==> src/hw/rtl/timed_line_sequencer_macros.svh <==
// assertion helpers, clocked on clk with arst_n as the disable
`ifndef TIMED_LINE_SEQUENCER_MACROS_SVH
`define TIMED_LINE_SEQUENCER_MACROS_SVH

`define TLS_ASSERT_IMP(lbl, ante, cons, msg) \
	lbl: assert property (@(posedge clk) disable iff (!arst_n) (ante) |-> (cons)) \
		else $error(msg);

`define TLS_ASSERT_NEXT(lbl, ante, cons, msg) \
	lbl: assert property (@(posedge clk) disable iff (!arst_n) (ante) |=> (cons)) \
		else $error(msg);

`endif

==> src/hw/rtl/tls_pkg.sv <==
`default_nettype none

package tls_pkg;

	localparam int DEPTH_DEF       = 16;
	localparam int QUEUE_DEPTH_DEF = 2;

	localparam int OP_W      = 2;
	localparam int SLOT_W    = 4;
	localparam int DWELL_W   = 16;
	localparam int ID_W      = 32;
	localparam int ECNT_W    = 8;
	localparam int TIME_W    = 64;
	localparam int OUT_CNT_W = 5;
	localparam int CFG_IDX_W = 2;

	localparam logic [CFG_IDX_W-1:0] REG_MIN_DWELL = 2'd0;
	localparam logic [CFG_IDX_W-1:0] REG_MAX_DWELL = 2'd1;

	localparam logic [DWELL_W-1:0] MIN_DWELL_RST = 16'd500;
	localparam logic [DWELL_W-1:0] MAX_DWELL_RST = 16'd10000;

	typedef enum logic [OP_W-1:0] {
		OP_LOAD  = 2'd0,
		OP_START = 2'd1,
		OP_STOP  = 2'd2,
		OP_TICK  = 2'd3
	} op_t;

	typedef enum logic [1:0] {
		ST_IDLE,
		ST_COPY,
		ST_TICK,
		ST_DONE
	} seq_state_t;

	typedef struct packed {
		op_t                op;
		logic               slot_ok;
		logic [SLOT_W-1:0]  slot;
		logic [DWELL_W-1:0] dwell;
		logic [ID_W-1:0]    id;
		logic [ECNT_W-1:0]  cnt;
		logic [TIME_W-1:0]  now;
	} cmd_t;

	typedef struct packed {
		logic                 speaking;
		logic [OUT_CNT_W-1:0] ordinal;
		logic [OUT_CNT_W-1:0] count;
		logic [ID_W-1:0]      id;
	} res_t;

endpackage

`default_nettype wire

==> src/hw/rtl/timed_line_sequencer.sv <==
// the back end takes one command at a time and pops the next only after it has pushed the
// result of the last; a start copies its entries from the staging store into the active store,
// and a tick steps past each entry that has come due, going silent when it passes the last;
// the back end makes a single copy or catch-up step per cycle
// reset: asynchronous, active low; queues empty, sequence silent, clamps at 500 and 10000,
// staged entries undefined until loaded
`default_nettype none

module timed_line_sequencer #(
	parameter int DEPTH           = tls_pkg::DEPTH_DEF,
	parameter int CMD_QUEUE_DEPTH = tls_pkg::QUEUE_DEPTH_DEF,
	parameter int RES_QUEUE_DEPTH = tls_pkg::QUEUE_DEPTH_DEF
) (
	input  logic                          clk,
	input  logic                          arst_n,
	input  logic                          push,
	output logic                          full,
	input  logic [tls_pkg::OP_W-1:0]      opcode,
	input  logic [tls_pkg::SLOT_W-1:0]    slot,
	input  logic [tls_pkg::DWELL_W-1:0]   dwell_ms,
	input  logic [tls_pkg::ID_W-1:0]      line_id,
	input  logic [tls_pkg::ECNT_W-1:0]    entry_count,
	input  logic [tls_pkg::TIME_W-1:0]    now,
	output logic                          empty,
	input  logic                          pop,
	output logic                          is_speaking,
	output logic [tls_pkg::OUT_CNT_W-1:0] line_ordinal,
	output logic [tls_pkg::OUT_CNT_W-1:0] active_count,
	output logic [tls_pkg::ID_W-1:0]      current_id,
	input  logic                          cfg_valid,
	output logic                          cfg_ready,
	input  logic [tls_pkg::CFG_IDX_W-1:0] cfg_index,
	input  logic [tls_pkg::DWELL_W-1:0]   cfg_data
);

	import tls_pkg::*;

	logic [DWELL_W-1:0]      min_dwell_q;
	logic [DWELL_W-1:0]      max_dwell_q;
	logic                    cmd_pop;
	logic                    cmd_empty;
	cmd_t                    cmd;
	logic                    res_push;
	logic                    res_full;
	res_t                    res;
	res_t                    res_out;
	logic [$bits(res_t)-1:0] res_raw;

	assign cfg_ready = 1'b1;

	always_ff @(posedge clk or negedge arst_n) begin
		if (!arst_n) begin
			min_dwell_q <= MIN_DWELL_RST;
			max_dwell_q <= MAX_DWELL_RST;
		end else if (cfg_valid && cfg_ready) begin
			case (cfg_index)
				REG_MIN_DWELL: min_dwell_q <= cfg_data;
				REG_MAX_DWELL: max_dwell_q <= cfg_data;
				default: begin
				end
			endcase
		end
	end

	tls_front #(
		.DEPTH  (DEPTH),
		.QDEPTH (CMD_QUEUE_DEPTH)
	) u_front (
		.clk         (clk),
		.arst_n      (arst_n),
		.push        (push),
		.full        (full),
		.opcode      (opcode),
		.slot        (slot),
		.dwell_ms    (dwell_ms),
		.line_id     (line_id),
		.entry_count (entry_count),
		.now         (now),
		.cmd_pop     (cmd_pop),
		.cmd_empty   (cmd_empty),
		.cmd         (cmd)
	);

	tls_back #(
		.DEPTH (DEPTH)
	) u_back (
		.clk       (clk),
		.arst_n    (arst_n),
		.cmd_empty (cmd_empty),
		.cmd       (cmd),
		.cmd_pop   (cmd_pop),
		.min_dwell (min_dwell_q),
		.max_dwell (max_dwell_q),
		.res_full  (res_full),
		.res_push  (res_push),
		.res       (res)
	);

	tls_fifo #(
		.WIDTH ($bits(res_t)),
		.DEPTH (RES_QUEUE_DEPTH)
	) u_res_fifo (
		.clk    (clk),
		.arst_n (arst_n),
		.push   (res_push),
		.wdata  (res),
		.full   (res_full),
		.pop    (pop),
		.rdata  (res_raw),
		.empty  (empty)
	);

	assign res_out      = res_t'(res_raw);
	assign is_speaking  = res_out.speaking;
	assign line_ordinal = res_out.ordinal;
	assign active_count = res_out.count;
	assign current_id   = res_out.id;

endmodule

`default_nettype wire

==> src/hw/rtl/tls_fifo.sv <==
`default_nettype none
`include "timed_line_sequencer_macros.svh"

module tls_fifo #(
	parameter int WIDTH = 1,
	parameter int DEPTH = tls_pkg::QUEUE_DEPTH_DEF
) (
	input  logic             clk,
	input  logic             arst_n,
	input  logic             push,
	input  logic [WIDTH-1:0] wdata,
	output logic             full,
	input  logic             pop,
	output logic [WIDTH-1:0] rdata,
	output logic             empty
);

	localparam int PTR_W = (DEPTH > 1) ? $clog2(DEPTH) : 1;
	localparam int CNT_W = $clog2(DEPTH + 1);

	logic [WIDTH-1:0] mem_q [DEPTH];
	logic [PTR_W-1:0] wr_ptr_q;
	logic [PTR_W-1:0] rd_ptr_q;
	logic [CNT_W-1:0] cnt_q;
	logic             wr_en;
	logic             rd_en;

	assign full  = (cnt_q == CNT_W'(DEPTH));
	assign empty = (cnt_q == '0);
	assign wr_en = push && !full;
	assign rd_en = pop && !empty;
	assign rdata = mem_q[rd_ptr_q];

	always_ff @(posedge clk) begin
		if (wr_en) begin
			mem_q[wr_ptr_q] <= wdata;
		end
	end

	always_ff @(posedge clk or negedge arst_n) begin
		if (!arst_n) begin
			wr_ptr_q <= '0;
			rd_ptr_q <= '0;
			cnt_q    <= '0;
		end else begin
			if (wr_en) begin
				wr_ptr_q <= (wr_ptr_q == PTR_W'(DEPTH - 1)) ? '0 : wr_ptr_q + PTR_W'(1);
			end
			if (rd_en) begin
				rd_ptr_q <= (rd_ptr_q == PTR_W'(DEPTH - 1)) ? '0 : rd_ptr_q + PTR_W'(1);
			end
			case ({wr_en, rd_en})
				2'b10: cnt_q <= cnt_q + CNT_W'(1);
				2'b01: cnt_q <= cnt_q - CNT_W'(1);
				default: cnt_q <= cnt_q;
			endcase
		end
	end

	`TLS_ASSERT_NEXT(a_fifo_fill, wr_en && !rd_en, !empty, "queue lost a write")
	`TLS_ASSERT_NEXT(a_fifo_drain, rd_en && !wr_en && cnt_q == CNT_W'(1), empty, "queue kept a read entry")

endmodule

`default_nettype wire

==> src/hw/rtl/tls_front.sv <==
`default_nettype none

module tls_front #(
	parameter int DEPTH  = tls_pkg::DEPTH_DEF,
	parameter int QDEPTH = tls_pkg::QUEUE_DEPTH_DEF
) (
	input  logic                          clk,
	input  logic                          arst_n,
	input  logic                          push,
	output logic                          full,
	input  logic [tls_pkg::OP_W-1:0]      opcode,
	input  logic [tls_pkg::SLOT_W-1:0]    slot,
	input  logic [tls_pkg::DWELL_W-1:0]   dwell_ms,
	input  logic [tls_pkg::ID_W-1:0]      line_id,
	input  logic [tls_pkg::ECNT_W-1:0]    entry_count,
	input  logic [tls_pkg::TIME_W-1:0]    now,
	input  logic                          cmd_pop,
	output logic                          cmd_empty,
	output tls_pkg::cmd_t                 cmd
);

	import tls_pkg::*;

	cmd_t                cmd_in;
	logic [$bits(cmd_t)-1:0] cmd_raw;

	// saturate the count and flag loads that fall outside the store
	always_comb begin
		cmd_in.op      = op_t'(opcode);
		cmd_in.slot_ok = (int'(slot) < DEPTH);
		cmd_in.slot    = slot;
		cmd_in.dwell   = dwell_ms;
		cmd_in.id      = line_id;
		cmd_in.cnt     = (int'(entry_count) > DEPTH) ? ECNT_W'(DEPTH) : entry_count;
		cmd_in.now     = now;
	end

	tls_fifo #(
		.WIDTH ($bits(cmd_t)),
		.DEPTH (QDEPTH)
	) u_cmd_fifo (
		.clk    (clk),
		.arst_n (arst_n),
		.push   (push),
		.wdata  (cmd_in),
		.full   (full),
		.pop    (cmd_pop),
		.rdata  (cmd_raw),
		.empty  (cmd_empty)
	);

	assign cmd = cmd_t'(cmd_raw);

endmodule

`default_nettype wire

==> src/hw/rtl/tls_back.sv <==
`default_nettype none
`include "timed_line_sequencer_macros.svh"

module tls_back #(
	parameter int DEPTH = tls_pkg::DEPTH_DEF
) (
	input  logic                        clk,
	input  logic                        arst_n,
	input  logic                        cmd_empty,
	input  tls_pkg::cmd_t               cmd,
	output logic                        cmd_pop,
	input  logic [tls_pkg::DWELL_W-1:0] min_dwell,
	input  logic [tls_pkg::DWELL_W-1:0] max_dwell,
	input  logic                        res_full,
	output logic                        res_push,
	output tls_pkg::res_t               res
);

	import tls_pkg::*;

	localparam int CNT_W = $clog2(DEPTH + 1);
	localparam int IDX_W = (DEPTH > 1) ? $clog2(DEPTH) : 1;

	logic [DWELL_W-1:0] stg_dwell_q [DEPTH];
	logic [ID_W-1:0]    stg_id_q    [DEPTH];
	logic [DWELL_W-1:0] act_dwell_q [DEPTH];
	logic [ID_W-1:0]    act_id_q    [DEPTH];

	seq_state_t         state_q;
	seq_state_t         state_d;
	logic [TIME_W-1:0]  tick_now_q;
	logic [CNT_W-1:0]   count_q;
	logic [CNT_W-1:0]   idx_q;
	logic [IDX_W-1:0]   cp_q;
	logic [TIME_W-1:0]  lst_q;
	logic               speaking_q;

	logic [IDX_W-1:0]   rd_idx;
	logic [IDX_W-1:0]   wr_slot;
	logic [CNT_W-1:0]   cnt_in;
	logic [CNT_W-1:0]   idx_nxt;
	logic [DWELL_W-1:0] cur_dwell;
	logic [DWELL_W-1:0] lo_dwell;
	logic [DWELL_W-1:0] clamp_dwell;
	logic [TIME_W:0]    due_time;
	logic               adv;
	logic               last;
	logic               copy_last;
	logic               showing;

	assign rd_idx    = idx_q[IDX_W-1:0];
	assign wr_slot   = IDX_W'(cmd.slot);
	assign cnt_in    = CNT_W'(cmd.cnt);
	assign idx_nxt   = idx_q + CNT_W'(1);
	assign last      = (idx_nxt >= count_q);
	assign copy_last = ((CNT_W'(cp_q) + CNT_W'(1)) == count_q);

	// lower clamp first, then upper
	assign cur_dwell   = act_dwell_q[rd_idx];
	assign lo_dwell    = (cur_dwell < min_dwell) ? min_dwell : cur_dwell;
	assign clamp_dwell = (lo_dwell > max_dwell) ? max_dwell : lo_dwell;
	assign due_time    = {1'b0, lst_q} + (TIME_W + 1)'(clamp_dwell);
	assign adv         = speaking_q && ({1'b0, tick_now_q} >= due_time);

	always_comb begin
		state_d = state_q;
		case (state_q)
			ST_IDLE: begin
				if (!cmd_empty) begin
					case (cmd.op)
						OP_START: state_d = (cnt_in == '0) ? ST_DONE : ST_COPY;
						OP_TICK:  state_d = ST_TICK;
						default:  state_d = ST_DONE;
					endcase
				end
			end
			ST_COPY: begin
				if (copy_last) begin
					state_d = ST_DONE;
				end
			end
			ST_TICK: begin
				if (!(adv && !last)) begin
					state_d = ST_DONE;
				end
			end
			ST_DONE: begin
				if (!res_full) begin
					state_d = ST_IDLE;
				end
			end
			default: state_d = ST_IDLE;
		endcase
	end

	always_comb begin
		cmd_pop      = (state_q == ST_IDLE) && !cmd_empty;
		res_push     = (state_q == ST_DONE) && !res_full;
		showing      = speaking_q && (idx_q < count_q);
		res.speaking = speaking_q;
		res.ordinal  = showing ? OUT_CNT_W'(idx_q) + OUT_CNT_W'(1) : '0;
		res.count    = OUT_CNT_W'(count_q);
		res.id       = showing ? act_id_q[rd_idx] : '0;
	end

	always_ff @(posedge clk or negedge arst_n) begin
		if (!arst_n) begin
			state_q <= ST_IDLE;
		end else begin
			state_q <= state_d;
		end
	end

	always_ff @(posedge clk or negedge arst_n) begin
		if (!arst_n) begin
			count_q    <= '0;
			idx_q      <= '0;
			cp_q       <= '0;
			lst_q      <= '0;
			speaking_q <= 1'b0;
		end else begin
			case (state_q)
				ST_IDLE: begin
					if (cmd_pop && cmd.op == OP_START) begin
						count_q    <= cnt_in;
						idx_q      <= '0;
						cp_q       <= '0;
						lst_q      <= (cnt_in == '0) ? '0 : cmd.now;
						speaking_q <= (cnt_in != '0);
					end else if (cmd_pop && cmd.op == OP_STOP) begin
						count_q    <= '0;
						idx_q      <= '0;
						lst_q      <= '0;
						speaking_q <= 1'b0;
					end
				end
				ST_COPY: begin
					cp_q <= cp_q + IDX_W'(1);
				end
				ST_TICK: begin
					if (adv) begin
						if (last) begin
							count_q    <= '0;
							idx_q      <= '0;
							lst_q      <= '0;
							speaking_q <= 1'b0;
						end else begin
							idx_q <= idx_nxt;
							lst_q <= due_time[TIME_W-1:0];
						end
					end
				end
				default: begin
				end
			endcase
		end
	end

	// entry stores, contents only meaningful below the live count
	always_ff @(posedge clk) begin
		if (cmd_pop) begin
			tick_now_q <= cmd.now;
		end
		if (cmd_pop && cmd.op == OP_LOAD && cmd.slot_ok) begin
			stg_dwell_q[wr_slot] <= cmd.dwell;
			stg_id_q[wr_slot]    <= cmd.id;
		end
		if (state_q == ST_COPY) begin
			act_dwell_q[cp_q] <= stg_dwell_q[cp_q];
			act_id_q[cp_q]    <= stg_id_q[cp_q];
		end
	end

	`TLS_ASSERT_IMP(a_copy_live, state_q == ST_COPY, speaking_q && count_q != '0, "copy idle")
	`TLS_ASSERT_IMP(a_idx_in_range, speaking_q, idx_q < count_q, "line index beyond count")
	`TLS_ASSERT_IMP(a_silent_clear, !speaking_q, count_q == '0 && idx_q == '0, "silent, not clear")

endmodule

`default_nettype wire
==> config.mk <==
export PLATFORM = sky130hd
export DESIGN_NAME = timed_line_sequencer
export DESIGN_NICKNAME = d
export VERILOG_FILES = /design/src/hw/rtl/tls_pkg.sv /design/src/hw/rtl/timed_line_sequencer.sv /design/src/hw/rtl/tls_fifo.sv /design/src/hw/rtl/tls_front.sv /design/src/hw/rtl/tls_back.sv
export VERILOG_INCLUDE_DIRS = /design/src /design/src/hw/rtl
export SDC_FILE = /design/constraint.sdc
export NUM_CORES = 2
export LEC_CHECK = 0
export ABC_AREA = 1
export BUFFER_PORTS_ARGS = -buffer_cell sky130_fd_sc_hd__buf_2
export CORE_MARGIN = 2
export CORE_UTILIZATION = 40
export CTS_CLUSTER_DIAMETER = 150
export DETAILED_ROUTE_END_ITERATION = 10
export GPL_TIMING_DRIVEN = 0
export SLEW_MARGIN = 20
export SYNTH_ARGS = -nofsm -noshare
export SYNTH_HDL_FRONTEND = slang
export SYNTH_SLANG_ARGS = --single-unit
==> constraint.sdc <==
create_clock -name clk -period 9.88 [get_ports clk]
set_input_delay 0.988 -clock clk [delete_from_list [all_inputs] [get_ports clk]]
set_output_delay 0.988 -clock clk [all_outputs]
set_load 0.05 [all_outputs]
* Word-level counts from Yosys, hierarchy flattened *
Memories as Yosys holds them, arrays and structs flattened.
Cells that the tools add are included.

word-level totals
  register bits after elaboration = 185
  RAM bits = 1874
  input bits = 149
  output and inout bits = 46
  word-level logic and storage cells = 144
  memories kept = 6

memories
  name                      depth  bits a word  read ports  clocked after memory_dff  write ports  RTL line        source
  u_back.act_id_q           16     32           1           0                         1            tls_back.sv:27  logic [ID_W-1:0] act_id_q [DEPTH];
  u_back.stg_id_q           16     32           1           0                         1            tls_back.sv:25  logic [ID_W-1:0] stg_id_q [DEPTH];
  u_back.act_dwell_q        16     16           1           0                         1            tls_back.sv:26  logic [DWELL_W-1:0] act_dwell_q [DEPTH];
  u_back.stg_dwell_q        16     16           1           0                         1            tls_back.sv:24  logic [DWELL_W-1:0] stg_dwell_q [DEPTH];
  u_front.u_cmd_fifo.mem_q  2      126          1           0                         1            tls_fifo.sv:21  logic [WIDTH-1:0] mem_q [DEPTH];
  u_res_fifo.mem_q          2      43           1           0                         1            tls_fifo.sv:21

operators by class
  add/sub/neg operators = 12
  $lt $le $gt $ge = 6
  equal/unequal tests = 22
  muxes and demuxes = 48
  reduce and logical (&&, ||, !) cells = 35

operators with widths
  cell                  number
  $mux W64              5
  $pmux W64 S2          1
  $add A64 B16 Y65      1
  $ge A64 B65 Y1        1
  $mux W5               8
  $mux W16              2
  $mux W32              1
  $pmux W5 S2           2
  $eq A2 B2 Y1 const B  8
  $gt A16 B16 Y1        1
  $lt A16 B16 Y1        1
  $mux W1               16
  $logic_and A1 B1 Y1   12
  $pmux W2 S2           3
  $eq A2 B1 Y1 const B  5
  $logic_not A2 Y1      5
  $mux W2               5
  $gt A8 B5 Y1 const B  1
  $mux W8               1
  $ne A2 B2 Y1 const B  4
  $pmux W2 S4           1
  $pmux W4 S2           1
  $reduce_and A4 Y1     2
  $reduce_bool A2 Y1    4
  19 further kinds      32

* Logic depth before layout (Yosys ltp) *
An unclocked memory read counts as a cell.

  depth after elaboration = 11
  gate-level depth with buffers = 69
  mapped depth without buffers = 64

* Modules after synthesis *
From an unflattened synthesis, not the netlist that was laid out.

unflattened totals
  cell total of the unflattened synthesis = 6930
  area total of the unflattened synthesis = 85231.7 µm²

modules (own cells, without submodules)
  module                          times used  cells an instance  area each (µm²)  sequential area each (µm²)
  tls_back                        1           5815               70789.1          50073.0
  tls_fifo at u_front.u_cmd_fifo  1           696                9599.2           7727.4
  tls_fifo at u_res_fifo          1           257                3393.3           2682.6
  timed_line_sequencer            1           144                1373.8           814.5
  tls_front                       1           18                 76.3             0.0

* Worst setup path after synthesis *
OpenSTA, ideal clock, no wires.

  path kind = register -> register
  start point = register u_back.idx_q[2]
  end point = register u_back.speaking_q
  setup time = 0.120 ns
  data arrival time = 7.555 ns
  required time = 9.760 ns
  slack = 2.206 ns
  stages on the path, launching flop included = 63
  buffers on the path = 7
  clock period less this slack = 7.674 ns
  cell sequence = dfrtp_1 > buf_2 > inv_1 > nor2_2 > buf_2 > inv_1 > buf_2 > a21oi_1 > a221oi_1 > o21ai_0 > nand2_1 > ha_1 > a21oi_1 > nor2_1 > a211oi_1 > o221a_2 > buf_1 > clkbuf_1 > [... 27 more ...] > nand2_1 > nor2_1 > nand2_1 > nand2_1 > nor2_1 > nand2_1 > nand2_1 > nand2_1 > nand2_1 > nand2_1 > nand2_1 > nand2_1 > nand2_4 > nand2_8 > buf_12 > nand3_2 > nand2_1 > nand2_1

on the way
  longest elaborated chain between the ends = 10
  elaborated cells on any way between the ends = 13
  classes of those cells = add/sub (2); order compare (4); eq/ne (2); mux (2); reduce/logical (2); memory (1)

ends and longest elaborated chain
  what                             RTL line         source
  from (decl)                      tls_back.sv:33   logic [CNT_W-1:0] idx_q;
  from (signal assigned)           tls_back.sv:148  idx_q <= idx_nxt;
  $mem_v2 Z16 W16                  --
  $lt A16 B16 Y1                   tls_back.sv:60   assign lo_dwell = (cur_dwell < min_dwell) ? min_dwell : cur_dwell;
  $mux W16                         tls_back.sv:60
  $gt A16 B16 Y1                   tls_back.sv:61   assign clamp_dwell = (lo_dwell > max_dwell) ? max_dwell : lo_dwell;
  $mux W16                         tls_back.sv:61
  $add A64 B16 Y65                 tls_back.sv:62   assign due_time = {1'b0, lst_q} + (TIME_W + 1)'(clamp_dwell);
  $ge A64 B65 Y1                   tls_back.sv:63   assign adv = speaking_q && ({1'b0, tick_now_q} >= due_time);
  $logic_and A1 B1 Y1              tls_back.sv:63
  $ne A2 B1 Y1 (no line)           --
  $reduce_and A4 Y1 (no line) (*)  --
  to (signal assigned)             tls_back.sv:129  speaking_q <= (cnt_in != '0);
  to (decl)                        tls_back.sv:36   logic speaking_q;

Mark *: on every way between the ends. The rest lies on a longest branch, timed or not.
A chain may end at the register's enable or synchronous reset.

* Worst setup path in the final report *
  start point = register u_back.idx_q[2]
  end point = register u_back.idx_q[3]

on the way
  longest elaborated chain between the ends = 10
  elaborated cells on any way between the ends = 15
  classes of those cells = add/sub (2); order compare (4); eq/ne (1); mux (5); reduce/logical (2); memory (1)

ends and longest elaborated chain
  what                         RTL line
  $mem_v2 Z16 W16              --
  $lt A16 B16 Y1               tls_back.sv:60
  $mux W16                     tls_back.sv:60
  $gt A16 B16 Y1               tls_back.sv:61
  $mux W16                     tls_back.sv:61
  $add A64 B16 Y65             tls_back.sv:62
  $ge A64 B65 Y1               tls_back.sv:63
  $logic_and A1 B1 Y1          tls_back.sv:63
  $ne A2 B1 Y1 (no line)       --
  $reduce_and A3 Y1 (no line)  --

Several ways; a longest one is shown, not always the timed one. The select of a mux whose other input is x is not followed.

==> summary.md <==
| Metric | Value |
|---|---|
| Synth cell types | 63 |
| Pin count of the biggest net entering global routing | 75 |
| Worst Setup EP | u_back.idx_q[3] |
| Max incr delay on CP | 0.50 ns |
| Die ar. | 0.215 mm^2 |
| Commonest non-fill, non-tap cell in the layout | edfxtp_1 |
| Area growth, synth to finish | 17.1% |
| RSZ-0062 raised after global routing | no |
| Placement Setup Slack | -1.96 ns |
| Fmax achieved | 107 MHz |
| Routability cong. | 0.922 |
| DRT antenna net count | 0 |
| # port buffers | 193 |
| Worst Path Arrival | 10.01 ns |
| Die Span X | 464 um |
| Worst-Margin Slew | 1.27 ns |
| Setup crit start kind | flip-flop |
| Syn Inst Count | 6914 |
| Slew HR | 0.152 |
| Post-Syn Area per Cell | 12.2 um^2 |
| WL/cell | 25.7 um |
| Clk buf depth | 3 |
| EDFF count, synth | 1932 |
| Num CTS Buffers | 206 |
| Worst Path Required | 10.56 ns |
| Clk_skew | 0.0633 ns |
| Final Setup Violations | 0 |
| Hpwl dp | 191000 um |
| Via/cell ratio | 5.59 |
| First-pass iteration count of the detailed router | 8 |
| Total track usage | 0.243 |
| Min-delay worst type | in -> async |
| Predominant post-synthesis flop cell | edfxtp_1 |
| Global route total overflow | 0 |
| Leading area contributor after synthesis | edfxtp_1 |
| Vias in the first global route | 56.2k |
| FF+latch count, synth | 2053 |
| Row cnt | 168 |
| TritonCTS Sinks | 2053 |
| Min Tclk post-route | 9.33 ns |
| Initial antenna violation count | 18 |
| Critical Path Sink Type | flip-flop |
| Crit Path Category | reg -> reg |
| Syn Nets | 7196 |
| Max-Cap Viols | 0 |
| Core area | 0.210 mm^2 |
| Post-synth ARST share | 0.0589 |
| I/O Pins | 195 |
| Sequential-to-total area share from yosys stat | 0.721 |
| Skew-Pair Late Insertion Delay | 0.87 ns |
| Worst vdd ir | 0.000225 V |
| Critical path's most frequent cell | nand2_1 |
| Die H | 464 um |
| First-pass GRT wire length | 385000 um |
| Max-slew violation count | 0 |
| Share of Yosys cell area claimed by the top area cell type | 0.685 |
| Mapped Area | 0.0847 mm^2 |
| YS warnings | 0 |
| Share of cells above drive strength 1 | 0.115 |
| Setup TNS | 0 ns |
| Reg-to-reg startpoint | u_back.idx_q[2] |
| CTS Root Cell | clkbuf_16 |
| Worst setup margin | 0.555 ns |
| Worst r2r path cells | 53 |
| Final period utilization | 0.944 |
| Core Util, Final | 0.472 |
| Commonest non-fill, non-tap cells in the layout | 1932 x edfxtp_1, 1478 x nand2_1, 731 x nor2_1 |
| Clock Pin Slew Worst Setup and Hold Paths | 0.06 ns |
| CTS tree | built |
| CP max FO | 10 |
| Vias | 58.3k |
| Final hold viol count | 0 |
| R2R Path End | u_back.idx_q[3] |
| Final nets | 7718 |
| H-tree Lvls | 4 |
| P_leak | 34.8 nW |
| Initial drt markers | 7212 |
| Synth top area cells | edfxtp_1 69%, nand2_1 6.6%, o21ai_0 4.2%, nor2_1 3.4%, dfrtp_1 3.3% |
| DRC viols | 0 |
| Initial Util | 0.403 |
| Worst Setup SP | u_back.idx_q[2] |
| Status | completed |
| Pwr dens | 306 mW/mm^2 |
| Worst path slowest cell | nor4_4 |
| Final wirelength | 268000 um |
| Reg-to-reg slack, setup | 0.55 ns |
==> state kept, by name (all words and copies together) (netlist names) <==
name / flops
u_back.act_id_q: 512
u_front.u_cmd_fifo.cnt_q: 2
max_dwell_q: 16
u_back.lst_q: 64
u_front.u_cmd_fifo.rd_ptr_q: 1
u_back.state_q: 2
u_res_fifo.mem_q: 86
u_back.act_dwell_q: 256
u_back.stg_dwell_q: 256
u_res_fifo.rd_ptr_q: 1
u_back.tick_now_q: 64
u_back.count_q: 5
u_back.cp_q: 4
u_res_fifo.cnt_q: 2
u_res_fifo.wr_ptr_q: 1
u_back.speaking_q: 1
u_back.stg_id_q: 512
min_dwell_q: 16
u_front.u_cmd_fifo.wr_ptr_q: 1
u_back.idx_q: 5
u_front.u_cmd_fifo.mem_q: 246
==> worst min-delay path by stage <==
stage / startpoint / endpoint / slack (ns) / cells past startpoint
3_3_place_gp: u_back.lst_q[20] / u_back.lst_q[20] / 0.46 / 2
4_1_cts: arst_n / u_front.u_cmd_fifo.wr_ptr_q / 0.009 / 1
5_1_grt: arst_n / u_front.u_cmd_fifo.cnt_q[0] / 0.04 / 1
2_1_floorplan: u_back.lst_q[20] / u_back.lst_q[20] / 0.44 / 2
6_report: arst_n / u_front.u_cmd_fifo.wr_ptr_q / 0.04 / 1
3_5_place_dp: u_back.lst_q[10] / u_back.lst_q[10] / 0.47 / 2
==> what timing repair did <==
action | 4_1_cts | 5_1_grt
hold buffers | 0 | 0
gates cloned | 0 | 0
endpoints found under the setup margin | 77 | 77
gates resized for setup | 31 | 113
setup buffers | 1 | 6
pin swaps | 1 | 10
==> logic make-up after synthesis <==
logic type / synth area share
compound gates: 0.0930
xor+xnor: 0.00652
fa+ha+maj: 0.0197
buf+inv: 0.0313
flops: 0.721
mux: 0.000118
other cells: 0.0000443
simple gates: 0.128
==> synthesized netlist by cell type, drive strengths merged (45+ instances only) <==
cell type and number:
edfxtp 1932, nor2 775, nand3 182, xor2 45, dfrtp 110, ha 132
a221oi 71, inv 266, a21oi 213, buf 105, o221ai 64, nand2 1503
o22ai 239, o21ai 729, nor3 51, clkbuf 276, nand4 86
==> metal layers <==
layer / wire length, um / GRT usage
met5: 49 / 0
met4: 8830 / 0.0805
met3: 22700 / 0.0405
met2: 124000 / 0.386
met1: 112000 / 0.340
==> power by group <==
group          switching [mW]  internal, mW  total [mW]
logic                    7.88          2.85        10.7
registers               0.348          11.5        11.9
clock network            3.40          4.35        7.75
total                    11.6          18.7        30.3
==> through the flow <==
| step | hold WS, ns | power, mW | area, um^2 | std cells |
|---|---|---|---|---|
| global placement | 0.463 | 21.9 | 89200 | 9912 |
| CTS | 0.00900 | 30.1 | 98800 | 10400 |
| detailed placement | 0.470 | 22.4 | 92000 | 10000 |
| finish | 0.0442 | 30.3 | 99200 | 10400 |
| floorplan | 0.442 | 17.8 | 84700 | 6914 |
| global route | 0.0410 | 31.7 | 99200 | 10400 |
==> critical path, delay by kind of cell, from the launching register on <==
family | cells | cell delay [ns]
xor+xnor | 1 | 0.19
buf+inv | 9 | 1.68
compound gates | 9 | 1.45
fa+ha+maj | 5 | 1.61
flops | 1 | 0.38
simple gates | 29 | 3.86
==> area by class of cell <==
cell class / instances / area, um^2
fill: 18600 / 111000
sequential: 2053 / 61100
inverter: 268 / 1010
tap: 2805 / 3510
multi-input combinational: 4212 / 21500
clock inverter: 130 / 1240
clock buffer: 256 / 5420
timing repair buffer: 317 / 3720
antenna: 2 / 5.00
buffer: 378 / 1770
Power figures use the tool's default switching activity.
